File: src/hdl/baro_pkg.sv
// Types, register indexes and constants for the barometric compensation block.
package baro_pkg;

    localparam int RAW_W     = 24;
    localparam int CAL_W     = 16;
    localparam int CFG_IDX_W = 3;
    localparam int TEMP_W    = 15;
    localparam int PRES_W    = 17;

    // Calibration register indexes on the write port
    typedef enum logic [CFG_IDX_W-1:0] {
        REG_PRESSURE_SENSITIVITY   = 3'd0,
        REG_PRESSURE_OFFSET        = 3'd1,
        REG_SENSITIVITY_TEMP_COEFF = 3'd2,
        REG_OFFSET_TEMP_COEFF      = 3'd3,
        REG_REFERENCE_TEMP         = 3'd4,
        REG_TEMP_SENSITIVITY       = 3'd5
    } cal_reg_t;

    localparam logic [CAL_W-1:0] C1_RESET = 16'd40127;
    localparam logic [CAL_W-1:0] C2_RESET = 16'd36924;
    localparam logic [CAL_W-1:0] C3_RESET = 16'd23317;
    localparam logic [CAL_W-1:0] C4_RESET = 16'd23282;
    localparam logic [CAL_W-1:0] C5_RESET = 16'd33464;
    localparam logic [CAL_W-1:0] C6_RESET = 16'd28312;

    // 20.00 degC pivot and output ranges
    localparam int TEMP_REF = 2000;
    localparam int TEMP_MIN = -4000;
    localparam int TEMP_MAX = 8500;
    localparam int PRES_MIN = 1000;
    localparam int PRES_MAX = 120000;

    typedef struct packed {
        logic [CAL_W-1:0] c1;   // pressure sensitivity
        logic [CAL_W-1:0] c2;   // pressure offset
        logic [CAL_W-1:0] c3;   // temperature coefficient of sensitivity
        logic [CAL_W-1:0] c4;   // temperature coefficient of offset
        logic [CAL_W-1:0] c5;   // reference temperature / 256
        logic [CAL_W-1:0] c6;   // temperature coefficient of temperature
    } cal_t;

endpackage

File: src/hdl/baro_cal_regs.sv
// Calibration word register file with a plain write port.
module baro_cal_regs
(
    input  logic                             clk,
    input  logic                             rst_n,
    input  logic                             cfg_write,
    input  logic [baro_pkg::CFG_IDX_W-1:0]   cfg_index,
    input  logic [baro_pkg::CAL_W-1:0]       cfg_data,
    output baro_pkg::cal_t                   cal
);

    baro_pkg::cal_t cal_reg;
    baro_pkg::cal_t cal_next;

    always_comb
    begin
        cal_next = cal_reg;
        if (cfg_write)
        begin
            unique case (cfg_index)
                baro_pkg::REG_PRESSURE_SENSITIVITY:   cal_next.c1 = cfg_data;
                baro_pkg::REG_PRESSURE_OFFSET:        cal_next.c2 = cfg_data;
                baro_pkg::REG_SENSITIVITY_TEMP_COEFF: cal_next.c3 = cfg_data;
                baro_pkg::REG_OFFSET_TEMP_COEFF:      cal_next.c4 = cfg_data;
                baro_pkg::REG_REFERENCE_TEMP:         cal_next.c5 = cfg_data;
                baro_pkg::REG_TEMP_SENSITIVITY:       cal_next.c6 = cfg_data;
                default:                              cal_next = cal_reg;
            endcase
        end
    end

    always_ff @(posedge clk or negedge rst_n)
    begin
        if (!rst_n)
        begin
            cal_reg.c1 <= baro_pkg::C1_RESET;
            cal_reg.c2 <= baro_pkg::C2_RESET;
            cal_reg.c3 <= baro_pkg::C3_RESET;
            cal_reg.c4 <= baro_pkg::C4_RESET;
            cal_reg.c5 <= baro_pkg::C5_RESET;
            cal_reg.c6 <= baro_pkg::C6_RESET;
        end
        else
        begin
            cal_reg <= cal_next;
        end
    end

    assign cal = cal_reg;

endmodule

File: config.mk
export PLATFORM = sky130hd
export DESIGN_NAME = baro_cal_regs
export DESIGN_NICKNAME = d
export VERILOG_FILES = /design/src/hdl/baro_pkg.sv /design/src/hdl/baro_cal_regs.sv
export SDC_FILE = /design/constraint.sdc
export NUM_CORES = 1
export LEC_CHECK = 0
export BUFFER_PORTS_ARGS = -buffer_cell sky130_fd_sc_hd__buf_2
export CORE_UTILIZATION = 50
export CTS_CLUSTER_SIZE = 30
export DETAILED_ROUTE_END_ITERATION = 10
export PLACE_DENSITY = 0.88
export SLEW_MARGIN = 20
export SYNTH_ARGS = -nofsm -noshare
export SYNTH_HDL_FRONTEND = slang
export SYNTH_SLANG_ARGS = --single-unit
File: constraint.sdc
create_clock -name clk -period 0.9 [get_ports clk]
set_clock_uncertainty 0.05 [all_clocks]
set_input_delay 0.045 -clock clk [delete_from_list [all_inputs] [get_ports clk]]
set_output_delay 0.045 -clock clk [all_outputs]
set_load 0.02 [all_outputs]
Word level (Yosys, flattened, before mapping)
Index checks and enable logic that the tools add are counted.
Operators by class
  reductions and logical operators: 7
  equal/unequal tests: 5
Operators by type and width (number)
  AND reduction 2 bit: 6
  == test 3 x 2 -> 1 bit (second input constant): 2
  == test 3 bit (second input constant): 2
  == test 3 x 1 -> 1 bit (second input constant): 1
  logical NOT 3 bit: 1
Storage, ports and cells
  output and inout bits: 96
  word-level logic and storage cells: 18
  bits in registers: 96

Logic depth before layout (Yosys ltp)
  word-level depth: 2
  depth in mapped cells: 5

Worst setup path after synthesis
Ideal clock, no wire load.
  kind: input to register
  start: input cfg_index[0] (netlist name)
  end: register cal_reg, in the netlist cal[89]
  required time: 725 ps
  path slack: -383 ps
  stages: 4
  arrival: 1108 ps
  library setup time: 125 ps
  path buffers: 2
  cells stage by stage: buf_6 nor4b_4 buf_6 mux2_2
On the way
  longest elaborated chain between the ends: 2
Ends and longest elaborated chain
  from (decl): line baro_cal_regs.sv:7  | input logic [baro_pkg::CFG_IDX_W-1:0] cfg_index,
  logical NOT 3 bit: line baro_cal_regs.sv:20  | unique case (cfg_index)
  AND reduction 2 bit (no source line)
  to (signal assigned): line baro_cal_regs.sv:45  | cal_reg <= cal_next;
  to (decl): line baro_cal_regs.sv:12  | baro_pkg::cal_t cal_reg;
Every way passes these cells.
A chain may end at the register's enable or synchronous reset.

Final worst setup path
  start: register cal_reg, in the netlist cal[57]
  end: output cal[57] (netlist name)
RTL lines
  to (decl): line baro_cal_regs.sv:9  | output baro_pkg::cal_t cal
No word-level cell between the ends.

==> qor.yml <==
logic_synthesis:
  ys_seq_elements: 96
  ys_seq_area_share_pct: 65.9
  synth-xor-area-share_pct: 0
  synth_warnings: 0
  yosys.cell_types.count: 11
  synth_top_family_by_area: "multiplexers"
  synth_fa_ha_area_share_pct: 0
  muxShareOfSynthArea_pct: 28.9
  synth-simple-area-share_pct: 2.44
  synth_cells: 208
  synth.avg_cell_area_um2: 18.0
  syn_area_um2: 3740
  synth_compound_area_share_pct: 0
  synthesis.nets: 230
layout:
  fin_nets: 431
  final_cell_count_no_fill: 513
  largest_register_ffs: 96
  diodes: 0
  area_growth_pct: 68.5
  drive_gt1_share_pct: 83.8
die:
  start_util_pct: 51.5
  ios: 118
  core_region_area_um2: 7250
  die_y_um: 88.5
  die-area_um2: 7830
  die_w_um: 88.5
  row_count: 31
pwr:
  peakVddDrop_mv: 1.53
  intPower_mw: 10.7
  switching_share_pct: 31.8
  p_comb_share_pct: 39.6
  p_leak_nw: 2.95
  seqPwrFrac_pct: 41.7
  clockPowerShare_pct: 18.7
  netSwitchingPower_mw: 4.98
  powerDensity_nw_per_um2: 2490
  fin_total_pwr_mw: 15.7
critical_path:
  critPathBufInv: 1
  cpPeakStageDelay_ns: 0.59
  crit_type: "reg2out"
  path_cells: "buf_6"
  crit_path_end_kind: "output pin"
  cp-start-kind: "register"
  cp_slowest_cell: "dfstp_2"
  crit_family: "flip-flops"
  crit_arrival_ns: 1.08
  crit_fanout: 2
  r2r_slack_ns: -0.14
  worst-endpoint-required_ns: 0.81
detailed_routing:
  drc: 0
  routedWlPerCell_um: 23.1
  vias: 2670
  final_antenna_net_count: 0
  firstDrtPassIters: 4
  drt-initial-drc-count: 105
  routed_wl_mm: 11.8
  viasPerCell: 5.20
global_routing:
  grt_max_degree: 31
  grt_pass1_wl_mm: 16.4
  grt_usage_pct: 29.3
  grt_antenna_before_repair: 0
  overflow: 0
  grt_pass1_vias: 2936
min_path:
  hp-class: "in2async"
timing:
  final_hold_viol_count: 0
  finalSetupViolations: 136
  setup_ws_ns: -0.277
  finalCritPeriodShare_pct: 131
  drv_slew: 0
  slew_headroom_pct: 79.3
  timing.fmax_ghz: 0.850
  rsz0062_at_grt: "true"
  worstMarginPinSlew_ns: 0.311
  fin_crit_ns: 1.18
cts:
  cts_max_path_buffers: 2
  cts_made_buffers: 9
  cts-root-buf: "clkbuf_8"
  cts_tree: "yes"
  clock-sinks: 96
  cts-htree-levels: 3
  cts.clk_slew.worst_paths_ns: 0.11
  clock_latency_ns: 0.34
place:
  port_buffers: 117
  place.gp.congestion: 0.705
  placed_cells: 433
  dp_hpwl_mm: 6.07
job:
  cap_viol_max_count: 0
status:
  violations: "setup timing"
  status: "finished, violations left"
## Yosys cell counts
cell type  count  area share [%]
and4bb_1       1            0.33
and4bb_2       2            0.67
buf_2          2            0.27
buf_6          7             2.1
buf_8          1            0.40
dfrtp_1       48              32
dfstp_2       48              34
mux2_1         1            0.30
mux2_2        95              29
nand4b_2       2            0.80
nor4b_4        1            0.64
## worst paths after layout
check / start / cells after the start / to
max: cal[57]$_DFFE_PN1P_ / 1 / cal[57]
min: rst_n / 2 / cal[12]$_DFFE_PN0P_
max reg2reg: cal[61]$_DFFE_PN0P_ / 2 / cal[61]$_DFFE_PN0P_
min reg2reg: cal[34]$_DFFE_PN0P_ / 1 / cal[34]$_DFFE_PN0P_
max in group asynchronous: rst_n / 3 / cal[19]$_DFFE_PN1P_
min in group clk: cfg_index[2] / 4 / cal[86]$_DFFE_PN0P_
## area by class of cell
| cell class | count | area [µm²] |
|---|---|---|
| Clock inverter | 6 | 65.1 |
| Timing Repair Buffer | 200 | 2120 |
| Tap cell | 99 | 124 |
| Clock buffer | 10 | 138 |
| Fill cell | 291 | 953 |
| Multi-Input combinational cell | 102 | 1390 |
| Sequential cell | 96 | 2460 |
## stage by stage
| step | hold slack (ns) | cell area, µm² | setup slack [ns] | setup TNS, ns | utilization, % |
|---|---|---|---|---|---|
| 3_3_place_gp | -0.101 | 4800 | -0.306 | -23.68 | 66.2 |
| 5_1_grt | 0.0686 | 6300 | -0.293 | -21.97 | 86.9 |
| 3_5_place_dp | -0.103 | 4800 | -0.342 | -26.65 | 66.2 |
| 6_report | 0.0461 | 6300 | -0.277 | -18.40 | 86.9 |
| 2_1_floorplan | -0.301 | 3950 | -0.374 | -14.83 | - |
| 4_1_cts | 0.0541 | 6090 | -0.243 | -16.64 | 84.0 |
## cells by family after synthesis
kind of cell / after synthesis
multiplexers: 96
flip-flops: 96
buffers and inverters: 10
AND/OR/NAND/NOR: 6
## cell usage in the layout, fill, tap and decap left out, drive strengths merged
master         n
buf          182
mux2          96
dfrtp         48
dfstp         48
dlygate4sd3   17
clkbuf        11
and4bb         3
nand4b         2
clkinv         2
inv            2
nor4b          1
bufinv         1
clkinvlp       1
## routing by layer
| layer | share of wire (%) | vias to the layer above | track usage (%) |
|---|---|---|---|
| li1 | - | 1139 | - |
| met1 | 43 | 1386 | 38.0 |
| met2 | 49 | 121 | 48.9 |
| met3 | 5.6 | 24 | 7.65 |
| met4 | 2.1 | 0 | 8.36 |
| met5 | 0 | - | 0 |
## power groups by stage
stage                     Sequential, mW  Combinational [mW]  Clock, mW
after global placement              6.17                3.76          0
after detailed placement            6.22                3.86          0
after floorplan                     7.39                1.22          0
after global routing                6.61                6.50       3.15
final                               6.54                6.21       2.94
after CTS                           6.33                5.71       2.90
## worst reg2reg max path: stages, from the launching register on
cell,delay (ns)
dfrtp_1,0.46
buf_6,0.16
mux2_4,0.27
## repair_timing
| item | 4_1_cts | 5_1_grt |
|---|---|---|
| hold endpoints to repair | 165 | 0 |
| resized for setup | 194 | 45 |
| setup endpoints to repair | 96 | 143 |
| hold buffers | 17 | 0 |
| buffers inserted | 42 | 7 |
| pin swaps | 0 | 1 |
(Power assumes the default switching activity.)
